`src/design/rfps_pkg.sv`:
```
// Shared types, constants and helper function of the rarest-first piece selector.
`timescale 1ns / 1ps

package rfps_pkg;

  typedef enum logic [1:0] {
    ACT_ADD    = 2'd0,
    ACT_REMOVE = 2'd1,
    ACT_INCR   = 2'd2,
    ACT_SELECT = 2'd3
  } action_t;

  localparam logic CFG_PIECE_LIMIT = 1'b0;
  localparam logic CFG_RANDOM_SEED = 1'b1;

  localparam int LFSR_BITS = 16;
  localparam int TIE_BITS  = 13;
  localparam int IDX_BITS  = 12;
  localparam int NP_BITS   = 13;

  localparam logic [LFSR_BITS-1:0] LFSR_TAPS = 16'hB400;
  localparam logic [TIE_BITS-1:0]  TIES_MAX  = 13'd8191;

  // Remainder unit: quotient bits retired per cycle and the resulting cycle count.
  localparam int DIV_STEP_BITS = 4;
  localparam int DIV_CYCLES    = LFSR_BITS / DIV_STEP_BITS;
  localparam int DIV_CNT_BITS  = $clog2(DIV_CYCLES);

  typedef struct packed {
    logic                 valid;
    logic [LFSR_BITS-1:0] dividend;
    logic [TIE_BITS-1:0]  divisor;
  } div_req_t;

  typedef struct packed {
    logic active;
    logic done;
    logic rem_zero;
  } div_rsp_t;

  // Galois step, shift right with tap mask on the dropped bit.
  function automatic logic [LFSR_BITS-1:0] lfsr_step(input logic [LFSR_BITS-1:0] cur);
    logic [LFSR_BITS-1:0] nxt;
    nxt = cur >> 1;
    if (cur[0]) begin
      nxt = nxt ^ LFSR_TAPS;
    end
    return nxt;
  endfunction

endpackage

```
`src/design/rfps_divider.sv`:
```
// Multi-cycle remainder unit: LFSR value modulo tie count, DIV_STEP_BITS quotient bits per cycle.
`timescale 1ns / 1ps

module rfps_divider (
  input  logic              clk,
  input  logic              rst,
  input  rfps_pkg::div_req_t req,
  output rfps_pkg::div_rsp_t rsp
);
  import rfps_pkg::*;

  logic                    active;
  logic                    done;
  logic [DIV_CNT_BITS-1:0] cnt;
  logic [LFSR_BITS-1:0]    quo;
  logic [TIE_BITS-1:0]     divisor;
  logic [TIE_BITS-1:0]     rem;
  logic [LFSR_BITS-1:0]    quo_next;
  logic [TIE_BITS-1:0]     rem_next;

  // Restoring steps: shift in the next dividend bit, subtract when it fits.
  always_comb begin
    logic [TIE_BITS:0] trial;
    logic [TIE_BITS-1:0] r;
    logic [LFSR_BITS-1:0] q;
    r = rem;
    q = quo;
    for (int i = 0; i < DIV_STEP_BITS; i++) begin
      trial = {r, q[LFSR_BITS-1]};
      q     = q << 1;
      if (trial >= {1'b0, divisor}) begin
        trial = trial - {1'b0, divisor};
      end
      r = trial[TIE_BITS-1:0];
    end
    quo_next = q;
    rem_next = r;
  end

  always_ff @(posedge clk) begin
    if (rst) begin
      active <= 1'b0;
      done   <= 1'b0;
      cnt    <= '0;
    end else begin
      done <= 1'b0;
      if (req.valid) begin
        active <= 1'b1;
        cnt    <= '0;
      end else if (active) begin
        cnt <= cnt + 1'b1;
        if (cnt == DIV_CNT_BITS'(DIV_CYCLES - 1)) begin
          active <= 1'b0;
          done   <= 1'b1;
        end
      end
    end
  end

  always_ff @(posedge clk) begin
    if (req.valid) begin
      quo     <= req.dividend;
      divisor <= req.divisor;
      rem     <= '0;
    end else if (active) begin
      quo <= quo_next;
      rem <= rem_next;
    end
  end

  assign rsp.active   = active;
  assign rsp.done     = done;
  assign rsp.rem_zero = (rem == '0);

endmodule

```
`config.mk`:
```
export PLATFORM = sky130hd
export DESIGN_NAME = rfps_divider
export DESIGN_NICKNAME = d
export VERILOG_FILES = /design/src/design/rfps_pkg.sv /design/src/design/rfps_divider.sv
export SDC_FILE = /design/constraint.sdc
export NUM_CORES = 1
export LEC_CHECK = 0
export ABC_AREA = 1
export ABC_CLOCK_PERIOD_IN_PS = 6700
export BUFFER_PORTS_ARGS = -buffer_cell sky130_fd_sc_hd__buf_2
export CAP_MARGIN = 15
export CORE_AREA = 2 2 133 96
export CTS_BUF_LIST = sky130_fd_sc_hd__clkbuf_4 sky130_fd_sc_hd__clkbuf_8 sky130_fd_sc_hd__clkbuf_16
export DETAILED_ROUTE_END_ITERATION = 8
export DIE_AREA = 0 0 135 98
export RECOVER_POWER = 100
export SYNTH_ARGS = -nofsm -noshare
export SYNTH_HDL_FRONTEND = slang
export SYNTH_SLANG_ARGS = --single-unit
```
`constraint.sdc`:
```
create_clock -name clk -period 6.7 [get_ports clk]
set_input_delay 1.675 -clock clk [delete_from_list [all_inputs] [get_ports clk]]
set_output_delay 1.675 -clock clk [all_outputs]
set_load 0.1 [all_outputs]
```
== Word-level counts from Yosys, hierarchy flattened ==
Cells that the tools add are included.

* Add/subtract/negate cells: 5
* Multiply operators: 0
* Div/mod/pow operators: 0
* $lt $le $gt $ge: 4
* Equality and inequality tests: 1
* Shift-type cells: 0
* Muxes and demuxes: 10
* Bitwise logic cells: 1
* Reduce and logical (&&, ||, !) cells: 4

{| class="wikitable"
|+ Operator list
! cell !! count
|-
| greater-or-equal comparator 14 x 13 -> 1 bit || 4
|-
| 2-to-1 mux 13 bit || 4
|-
| subtractor 13 bit || 4
|-
| 2-to-1 mux 16 bit || 2
|-
| zero test 13 bit || 1
|-
| 2-to-1 mux 1 bit || 4
|-
| OR reduction 3 bit || 1
|-
| adder 2 x 1 -> 2 bit (second input constant) || 1
|-
| == test 2 bit (second input constant) || 1
|-
| nonzero test 2 bit || 1
|-
| OR reduction 2 bit || 1
|-
| inverter 1 bit || 1
|}

* Register bits: 46
* Latch bits: 0
* Bits in writable memories: 0
* ROM bits: 0
* Input bits: 32
* Output and inout port bits: 3
* Memories kept: 0

== Longest topological paths before layout ==
Gate-level depths: netlist of run 1.

* Word-level depth: 8
* Depth in mapped cells: 60
* Depth with buffers taken out: 57

== Worst setup path after synthesis of run 1 ==
OpenSTA, ideal clock, no wires.

* Kind: register -> register
* Start point: register divisor[0]
* End point: register rem[10]
* Setup time: 0.113 ns
* Arrival: 6.558 ns
* Data required time: 6.587 ns
* Slack: 0.029 ns
* Stages on the path, launching flop included: 53
* Clock period less this slack: 6.671 ns
* Cell sequence: edfxtp_1 ha_1 fa_1 inv_1 nand2_1 nand3_2 nand2_2 nand3_4 buf_2 nand2_1 nand2_1 inv_1 ha_1 a21oi_1 o21ai_2 nand2_1 nand3_1 nand2_1 (+17 left out) nand3_1 nand2_1 inv_1 ha_1 a21o_1 nor2_1 inv_2 nand2_1 nand2_1 a21boi_1 o21bai_1 a21oi_2 inv_1 a21oi_2 buf_4 nand3_1 nand3_1 nand2_1

* Longest elaborated chain between the ends: 8

{| class="wikitable"
|+ Ends and longest elaborated chain
! item !! line !! text
|-
| start, declared || rfps_divider.sv:16 || <nowiki>logic [TIE_BITS-1:0] divisor;</nowiki>
|-
| start signal, assigned || rfps_divider.sv:63 || <nowiki>divisor <= req.divisor;</nowiki>
|-
| subtractor 13 bit / greater-or-equal comparator 14 x 13 -> 1 bit (equally long branches) || rfps_divider.sv:32, rfps_divider.sv:31 ||
|-
| 2-to-1 mux 13 bit || rfps_divider.sv:31 || <nowiki>if (trial >= {1'b0, divisor}) begin</nowiki>
|-
| subtractor 13 bit / greater-or-equal comparator 14 x 13 -> 1 bit (equally long branches) || rfps_divider.sv:32, rfps_divider.sv:31 ||
|-
| 2-to-1 mux 13 bit || rfps_divider.sv:31 ||
|-
| subtractor 13 bit / greater-or-equal comparator 14 x 13 -> 1 bit (equally long branches) || rfps_divider.sv:32, rfps_divider.sv:31 ||
|-
| 2-to-1 mux 13 bit || rfps_divider.sv:31 ||
|-
| subtractor 13 bit / greater-or-equal comparator 14 x 13 -> 1 bit (equally long branches) || rfps_divider.sv:32, rfps_divider.sv:31 ||
|-
| 2-to-1 mux 13 bit * || rfps_divider.sv:31 ||
|-
| end signal, assigned || rfps_divider.sv:67 || <nowiki>rem <= rem_next;</nowiki>
|-
| end, declared || rfps_divider.sv:17 || <nowiki>logic [TIE_BITS-1:0] rem;</nowiki>
|}

Every way passes the cells marked *; elsewhere a longest branch is shown, timed or not.
A chain may end at the register's enable or synchronous reset.

== Worst setup path in the final report of run 1 ==
* Start point: register divisor[0]
* End point: register rem[7]

Same word-level chain as after synthesis.

==> impl_metrics.toml, run 1 <==
[run_status]
status = "finished, violations left"
violations = "setup timing"

[yosys]
seq_area_frac_synth_pct = 22.8
synth_warnings = 0
yosys.cell_types.count = 41
synth_area_per_cell_um2 = 6.48
synth_nets = 909
netlist_instances = 820
syn_area_mm2 = 0.00531
synth-seq-cells = 46

[sta]
setup_viol_count_final = 1
grt_setup_unrepaired = "true"
slew_headroom_pct = 21.8
period_minus_slack_ns = 6.70
period_share_pct = 100
maxSlewViolCount = 0
final_hold_viol_count = 0
fmax_mhz = 149
skew_ns = 0.00281
fin_ws_ns = -0.00366
worstMarginPinSlew_ns = 1.18
whs_ns = 0.466

[setup_path]
ff2ff_setup_slack_ns = -0.004
worst_r2r_path_depth = 53
critPathKind = "reg2reg"
critPathCaptureType = "register"
reg2reg_to = "rem[7]$_SDFFE_PP0P_"
cp_common_cell = "nand2_2"
startpoint_type = "register"
worstPathRequired_ns = 6.87
crit_buf_inv = 12
cp_num_cells = 53
worst-endpoint-arrival_ns = 6.88
slowest_delay_ns = 0.46
cpLargestDelayFamily = "simple AND/OR/NAND/NOR gates"
cp_slowest_cell = "edfxtp_1"
crit-reg2reg-launch = "divisor[0]$_DFFE_PP_"
crit_path_start = "divisor[0]$_DFFE_PP_"
worstPathMaxFanout = 8

[global_route]
track_usage_pct = 27.0
antenna_found_initial = 1
grt_max_degree = 34
first_global_vias = 5468
grt_first_pass_wirelength_um = 28300
grt_overflow = 0

[cells_and_area]
syn2layout_area_growth_pct = 48.4
diodes = 0
drive_gt1_share_pct = 40.3
final_common_cell = "nand2_1"
nets = 1071
final_cell_mix = "225 x nand2_1, 123 x buf_4, 107 x inv_1"

[clock_tree]
numCtsBuffers = 5
cts_root_buf = "clkbuf_16"
clkLatencyLatePin_ns = 0.28
tritoncts_num_sinks = 46
cts_tree = "done"
path_clk_slew_ns = 0.06
htreeDepth = 2
clockBufferDepth = 2

[die]
initial_core_util_pct = 44.0
coreArea_mm2 = 0.0121
die_w_um = 135
die-area_mm2 = 0.0132
rows = 34
num_io_pins = 35
die_y_um = 98

[placed_design]
place_hpwl_um = 14400
numPortBuffers = 34
post-place-ws_ns = -0.334
gp_congestion = 0.941

[routing]
wl_um = 19400
ant_nets = 0
vias_per_cell = 5.37
drt-wirelength-per-cell_um = 17.0
drtPass1Iterations = 5
post-route-drc-count = 0
vias = 6148
drt_iter0_markers = 470

[min_path]
holdCritStartpoint = "cnt[1]$_SDFFE_PP0P_"
worstHoldPathType = "reg2reg"
min_path_cells = 2
hold_path_end = "cnt[1]$_SDFFE_PP0P_"

[flow_run]
maxCapViolCount = 0
cell type report:
| cell class | instances | area (µm²) |
|---|---|---|
| Timing Repair Buffer | 172 | 1310 |
| Clock buffer | 5 | 125 |
| Sequential cell | 46 | 1210 |
| Clock inverter | 3 | 43.8 |
| Inverter | 140 | 526 |
| Tap cell | 162 | 203 |
| Multi-Input combinational cell | 617 | 4470 |
| Fill cell | 1027 | 4200 |
synthesized netlist by cell type, drive strengths merged:
library cell | n | share of area (%)
nand2 | 294 | 21
nor4 | 1 | 0.12
nor2 | 41 | 3.2
or2 | 1 | 0.12
nand3 | 84 | 9.2
a21o | 7 | 0.99
xor2 | 21 | 3.5
nor3b | 1 | 0.14
nand3b | 3 | 0.42
o21ai | 10 | 1.0
a21oi | 31 | 3.3
o2111ai | 1 | 0.16
and2 | 1 | 0.12
o21a | 1 | 0.14
a221oi | 1 | 0.16
dfxtp | 17 | 6.4
inv | 140 | 9.9
clkbuf | 7 | 0.49
a21boi | 1 | 0.14
ha | 53 | 12
fa | 4 | 1.5
o21bai | 6 | 0.85
nand4 | 27 | 3.3
buf | 13 | 1.4
xnor2 | 14 | 2.3
edfxtp | 29 | 16
o221ai | 1 | 0.16
nor3 | 5 | 0.47
a31oi | 5 | 0.59
tightest hold or removal path, stage by stage, from the launching register on:
cell and delay (ns):
dfxtp_1 0.31, nand2_1 0.06, a21oi_1 0.05
flip-flops by register name, indices dropped and copies added (netlist names):
register	flops
active	1
cnt	2
divisor	13
done	1
quo	16
rem	13
timing repair:
item | CTS | global route
cloned | 1 | 5
setup buffers | 6 | 37
gates resized for setup | 19 | 205
hold buffers | 0 | 0
pin swaps | 2 | 78
setup endpoints to repair | 13 | 13
metrics by stage:
step	area [µm²]	setup TNS, ns	util [%]	instances
after floorplan	5310	0	-	820
after global placement	6320	-2.80	52.3	1088
after detailed placement	6320	-3.83	52.3	1088
after CTS	6640	0	55.0	1103
after global routing	7890	-4.29	65.3	1145
final	7890	-0.00366	65.3	1145
cell families (layout without fill, tap and decap cells):
family	count (synthesis)	count (layout)	share of synthesized area (%)
simple gates	458	461	38.1
buf+inv	160	320	11.8
compound gates	64	64	7.56
fa+ha+maj	57	57	14.0
flops	46	46	22.8
xor+xnor	35	35	5.77
how the worst max path moves through the flow:
stage                           endpoint  slack (ns)
floorplan           rem[10]$_SDFFE_PP0P_        0.03
CTS                  rem[8]$_SDFFE_PP0P_       0.003
global placement     rem[7]$_SDFFE_PP0P_       -0.25
finish               rem[7]$_SDFFE_PP0P_      -0.004
global route         rem[7]$_SDFFE_PP0P_       -0.38
detailed placement   rem[7]$_SDFFE_PP0P_       -0.33
per-layer routing:
layer | vias to the layer above | share of wire, % | global-route usage, %
met5 | - | 0 | 0
met4 | 0 | 1.8 | 4.89
met3 | 38 | 10 | 7.17
met2 | 271 | 42 | 39.2
met1 | 2873 | 45 | 40.4
li1 | 2966 | - | -
Power of run 1 is not shown: default switching activity piles up to over one toggle a cycle in this logic, so the estimate is an artifact.
==> run 2: changes to the inputs <==
--- a/config.mk
+++ b/config.mk
@@ -14,6 +14,7 @@
 export DETAILED_ROUTE_END_ITERATION = 8
 export DIE_AREA = 0 0 135 98
 export RECOVER_POWER = 100
+export REMOVE_ABC_BUFFERS = 1
 export SYNTH_ARGS = -nofsm -noshare
 export SYNTH_HDL_FRONTEND = slang
 export SYNTH_SLANG_ARGS = --single-unit
==> run 2 against run 1 <==
  * Count of clock-buffer cells in the layout grew 2
  * Die area unchanged
  * Critical path depth grew 1
  * Global-route usage down 0.10 points
  * Sequential share of layout area barely moved
  * Via count fell by 0.49%
  * Register-to-register slack gained 0.16 ns
  * Setup slack better by 0.16 ns
  * The run now ends clean
  * First-iteration DRC count shrank 18%
  * Largest cell class unchanged
==> impl_metrics.toml, run 2 (same netlist as run 1, synthesis figures left out) <==
[routing]
vias = 6118
top_layer = "met4"
wl_met2_um = 8900
drt_iter0_markers = 386
drt-wirelength-per-cell_um = 16.8
wl_um = 19300
wl_met1_um = 8720
drtPass1Iterations = 5
vias_per_cell = 5.31
met3_length_um = 1200
ant_nets = 0
post-route-drc-count = 0

[min_path]
worstHoldPathType = "reg2reg"
min_path_cells = 2

[die]
die-area_mm2 = 0.0132
initial_core_util_pct = 44.0
num_io_pins = 35
die_y_um = 98
coreArea_mm2 = 0.0121
die_w_um = 135
rows = 34

[setup_path]
cp_common_cell = "nand2_1"
worst-endpoint-arrival_ns = 6.72
worstPathRequired_ns = 6.88
critPathKind = "reg2reg"
cp_slowest_cell = "edfxtp_1"
slowest_delay_ns = 0.40
critPathCaptureType = "register"
worstPathMaxFanout = 7
ff2ff_setup_slack_ns = 0.16
startpoint_type = "register"
worst_r2r_path_depth = 54

[sta]
tns_ns = 0
setup_viol_count_final = 0
maxSlewViolCount = 0
fmax_mhz = 153
slew_headroom_pct = 33.7
period_share_pct = 97.6
final_hold_viol_count = 0
worstMarginPinSlew_ns = 0.990
skew_ns = 0.00946
grt_setup_unrepaired = "true"
period_minus_slack_ns = 6.54

[run_status]
status = "finished clean"

[cells_and_area]
final_common_cell = "nand2_1"
multi_input_area_mm2 = 0.00445
reg_top3 = "quo: 16 flops, divisor: 13 flops, rem: 13 flops"
fillers = 1062
drive_gt1_share_pct = 41.7
syn2layout_area_growth_pct = 48.5
regArea_mm2 = 0.00121
instances_no_fill = 1152
top_register = "quo"
diodes = 0
stdcell_area_mm2 = 0.00789
final_cell_mix = "213 x nand2_1, 133 x buf_4, 102 x inv_1"
nets = 1078
largest_register_ffs = 16

[placed_design]
place_hpwl_um = 14200
dp_cells = 1103
numPortBuffers = 34
placedInstanceArea_mm2 = 0.00641
gp_congestion = 0.972

[global_route]
first_global_vias = 5686
grt_first_pass_wirelength_um = 28000
grt_max_degree = 34
track_usage_pct = 26.9
antenna_found_initial = 0
grt_overflow = 0

[clock_tree]
path_clk_slew_ns = 0.07
clkLatencyLatePin_ns = 0.29
cts_tree = "done"
numCtsBuffers = 5
clockBufferDepth = 2
cts_root_buf = "clkbuf_16"
tritoncts_num_sinks = 46
htreeDepth = 2

[flow_run]
maxCapViolCount = 0
==> run 2: path summary, 6_finish.rpt <==
check                       start                  end
max          divisor[7]$_DFFE_PP_  rem[3]$_SDFFE_PP0P_
min           cnt[1]$_SDFFE_PP0P_  cnt[1]$_SDFFE_PP0P_
max reg2reg  divisor[7]$_DFFE_PP_  rem[3]$_SDFFE_PP0P_
min reg2reg   cnt[1]$_SDFFE_PP0P_  cnt[1]$_SDFFE_PP0P_
==> run 2: final cells by class <==
class                      instances  share of cell area, %
clock buffer                       7                   1.86
clock inverter                     1                  0.111
inverter                         140                   6.69
multi-input combinational        617                   56.4
sequential                        46                   15.4
tap                              162                   2.57
timing repair buffer             179                   17.0
==> run 2: what timing repair did <==
action	4_1_cts	5_1_grt
gates resized for setup	28	198
endpoints found under the setup margin	13	13
endpoints found under the hold margin	0	0
buffers inserted	10	27
pin swaps	5	80
cloned	2	2
hold buffers	0	0
==> run 2: per-stage QoR <==
| stage | util, % | hold slack (ns) | setup WS, ns |
|---|---|---|---|
| finish | 65.3 | 0.463 | 0.160 |
| global route | 65.3 | 0.490 | -0.337 |
| CTS | 56.5 | 0.465 | 0.000494 |
| detailed placement | 53.1 | 0.456 | -0.366 |
| global placement | 53.1 | 0.445 | -0.247 |
| floorplan | - | 0.440 | -0.00376 |
==> run 2: worst max-delay path, delay by kind of cell, from the launching register on <==
| family | cells | cell delay [ns] |
|---|---|---|
| buffers and inverters | 13 | 1.23 |
| adders and majority gates | 4 | 0.99 |
| DFF | 1 | 0.40 |
| AOI/OAI and AO/OA | 9 | 1.42 |
| and+or+nand+nor | 28 | 2.34 |
==> run 2: metal layers <==
metal | track usage, % | vias to the layer above
met5 | 0 | -
met4 | 6.49 | 0
met3 | 5.50 | 45
met2 | 43.1 | 180
met1 | 37.3 | 2919
li1 | - | 2974
Power of run 2 is left out for the same reason.
==> run 3: changes to the inputs <==
--- a/config.mk
+++ b/config.mk
@@ -9,10 +9,11 @@
 export ABC_CLOCK_PERIOD_IN_PS = 6700
 export BUFFER_PORTS_ARGS = -buffer_cell sky130_fd_sc_hd__buf_2
 export CAP_MARGIN = 15
-export CORE_AREA = 2 2 133 96
+export CORE_AREA = 2 2 141 102
 export CTS_BUF_LIST = sky130_fd_sc_hd__clkbuf_4 sky130_fd_sc_hd__clkbuf_8 sky130_fd_sc_hd__clkbuf_16
 export DETAILED_ROUTE_END_ITERATION = 8
-export DIE_AREA = 0 0 135 98
+export DIE_AREA = 0 0 143 104
+export HOLD_SLACK_MARGIN = 0.05
 export RECOVER_POWER = 100
 export REMOVE_ABC_BUFFERS = 1
 export SYNTH_ARGS = -nofsm -noshare
==> run 3 against run 2 <==
  * The flow now finishes with violations (setup timing)
  * Critical path depth decreased by 5
  * Non-clock buffer count fell by 26
  * Hold slack improved by 0.0055 ns
  * Global-route usage shrank 4.3 points
  * Critical endpoint is now rem[8]$_SDFFE_PP0P_
  * Routed wire length decreased by 3.2%
  * Sequential cell count unchanged
  * Largest cell class unchanged
  * Fmax is 2.7% lower
==> impl_metrics.toml, run 3 (same netlist as run 1, synthesis figures left out) <==
[clock_tree]
clkLatencyLatePin_ns = 0.29
path_clk_slew_ns = 0.06
cts_root_buf = "clkbuf_16"
numCtsBuffers = 5
htreeDepth = 2
cts_tree = "done"
clockBufferDepth = 2
tritoncts_num_sinks = 46

[setup_path]
critPathKind = "reg2reg"
worstPathRequired_ns = 6.88
cp_common_cell = "nand2_1"
worstPathMaxFanout = 7
slowest_delay_ns = 0.41
ff2ff_setup_slack_ns = -0.02
startpoint_type = "register"
critPathCaptureType = "register"
reg2reg_to = "rem[8]$_SDFFE_PP0P_"
cp_slowest_cell = "ha_2"
crit-reg2reg-launch = "divisor[2]$_DFFE_PP_"
worst-endpoint-arrival_ns = 6.90
worst_r2r_path_depth = 49

[global_route]
antenna_found_initial = 0
grt_max_degree = 34
grt_first_pass_wirelength_um = 26700
track_usage_pct = 22.6
first_global_vias = 5294
grt_overflow = 0

[routing]
drt_iter0_markers = 483
vias_per_cell = 5.14
wl_um = 18700
ant_nets = 0
vias = 5938
post-route-drc-count = 0
drt-wirelength-per-cell_um = 16.2
drtPass1Iterations = 5

[sta]
grt_setup_unrepaired = "true"
final_hold_viol_count = 0
worstMarginPinSlew_ns = 1.16
maxSlewViolCount = 0
skew_ns = 0.00311
slew_headroom_pct = 23.0
period_minus_slack_ns = 6.72
fmax_mhz = 149
period_share_pct = 100
setup_viol_count_final = 1
fin_ws_ns = -0.0179
whs_ns = 0.469

[min_path]
hold_path_end = "cnt[1]$_SDFFE_PP0P_"
worstHoldPathType = "reg2reg"
holdCritStartpoint = "cnt[1]$_SDFFE_PP0P_"
min_path_cells = 2

[placed_design]
gp_congestion = 1.01
place_hpwl_um = 13400
numPortBuffers = 34

[die]
initial_core_util_pct = 39.2
rows = 36
num_io_pins = 35
die-area_mm2 = 0.0149
die_w_um = 143
die_y_um = 104
coreArea_mm2 = 0.0136

[cells_and_area]
top_register = "quo"
final_common_cell = "nand2_1"
reg_top3 = "quo: 16 flops, divisor: 13 flops, rem: 13 flops"
final_cell_mix = "218 x nand2_1, 105 x buf_4, 103 x inv_1"
drive_gt1_share_pct = 40.0
largest_register_ffs = 16
diodes = 0
nets = 1053
syn2layout_area_growth_pct = 45.2

[run_status]
status = "finished, violations left"
violations = "setup timing"

[flow_run]
maxCapViolCount = 0
run 3: cell count changes in the layout (fill, tap and decap cells not counted), sizes merged:
cell and change:
nand3 +1, clkbuf +3, clkinv +1, inv -1, buf -29
run 3: worst max path at each step:
stage / start / endpoint / cells past startpoint / slack [ns]
after floorplan: divisor[1]$_DFFE_PP_ / rem[10]$_SDFFE_PP0P_ / 47 / -0.004
after global placement: divisor[9]$_DFFE_PP_ / rem[8]$_SDFFE_PP0P_ / 51 / -0.14
after detailed placement: divisor[0]$_DFFE_PP_ / rem[8]$_SDFFE_PP0P_ / 52 / -0.21
after CTS: divisor[9]$_DFFE_PP_ / rem[8]$_SDFFE_PP0P_ / 53 / 0.009
after global routing: divisor[2]$_DFFE_PP_ / rem[8]$_SDFFE_PP0P_ / 50 / -0.31
final: divisor[2]$_DFFE_PP_ / rem[8]$_SDFFE_PP0P_ / 49 / -0.02
run 3: what timing repair did:
action / in CTS / in global routing
gates resized for setup: 14 / 219
endpoints found under the setup margin: 13 / 13
hold buffers: 0 / 0
buffers inserted: 5 / 33
gates cloned: 2 / 3
pin swaps: 3 / 81
run 3: area by class of cell:
| type | instances | area, µm² |
|---|---|---|
| clock inverters | 1 | 8.76 |
| repair buffers | 153 | 1130 |
| fillers | 1233 | 5840 |
| inverters | 140 | 528 |
| multi-input cells | 618 | 4450 |
| clock buffers | 7 | 153 |
| flip-flops and latches | 46 | 1210 |
| well taps | 190 | 238 |
run 3: worst max-delay path: cells and delay by family (launching register included):
family / cells / cell delay [ns]
flops: 1 / 0.32
simple gates: 27 / 2.89
compound gates: 10 / 1.56
buf+inv: 8 / 0.70
fa+ha+maj: 4 / 1.12
run 3: metrics by stage:
step / std cells / util, % / cell area (µm²) / TNS [ns] / setup slack [ns]
global placement: 1104 / 45.9 / 6220 / -1.23 / -0.137
finish: 1155 / 56.9 / 7710 / -0.0179 / -0.0179
detailed placement: 1104 / 45.9 / 6220 / -2.13 / -0.208
floorplan: 800 / - / 5210 / -0.0451 / -0.00376
CTS: 1119 / 48.0 / 6500 / 0 / 0.00873
global route: 1155 / 56.9 / 7710 / -3.71 / -0.309
run 3: per-layer routing:
layer	GRT usage, %	wire (µm)
met5	0	0
met4	3.32	371
met3	8.06	1760
met2	32.3	7860
met1	33.2	8700
Power of run 3 is left out for the same reason.
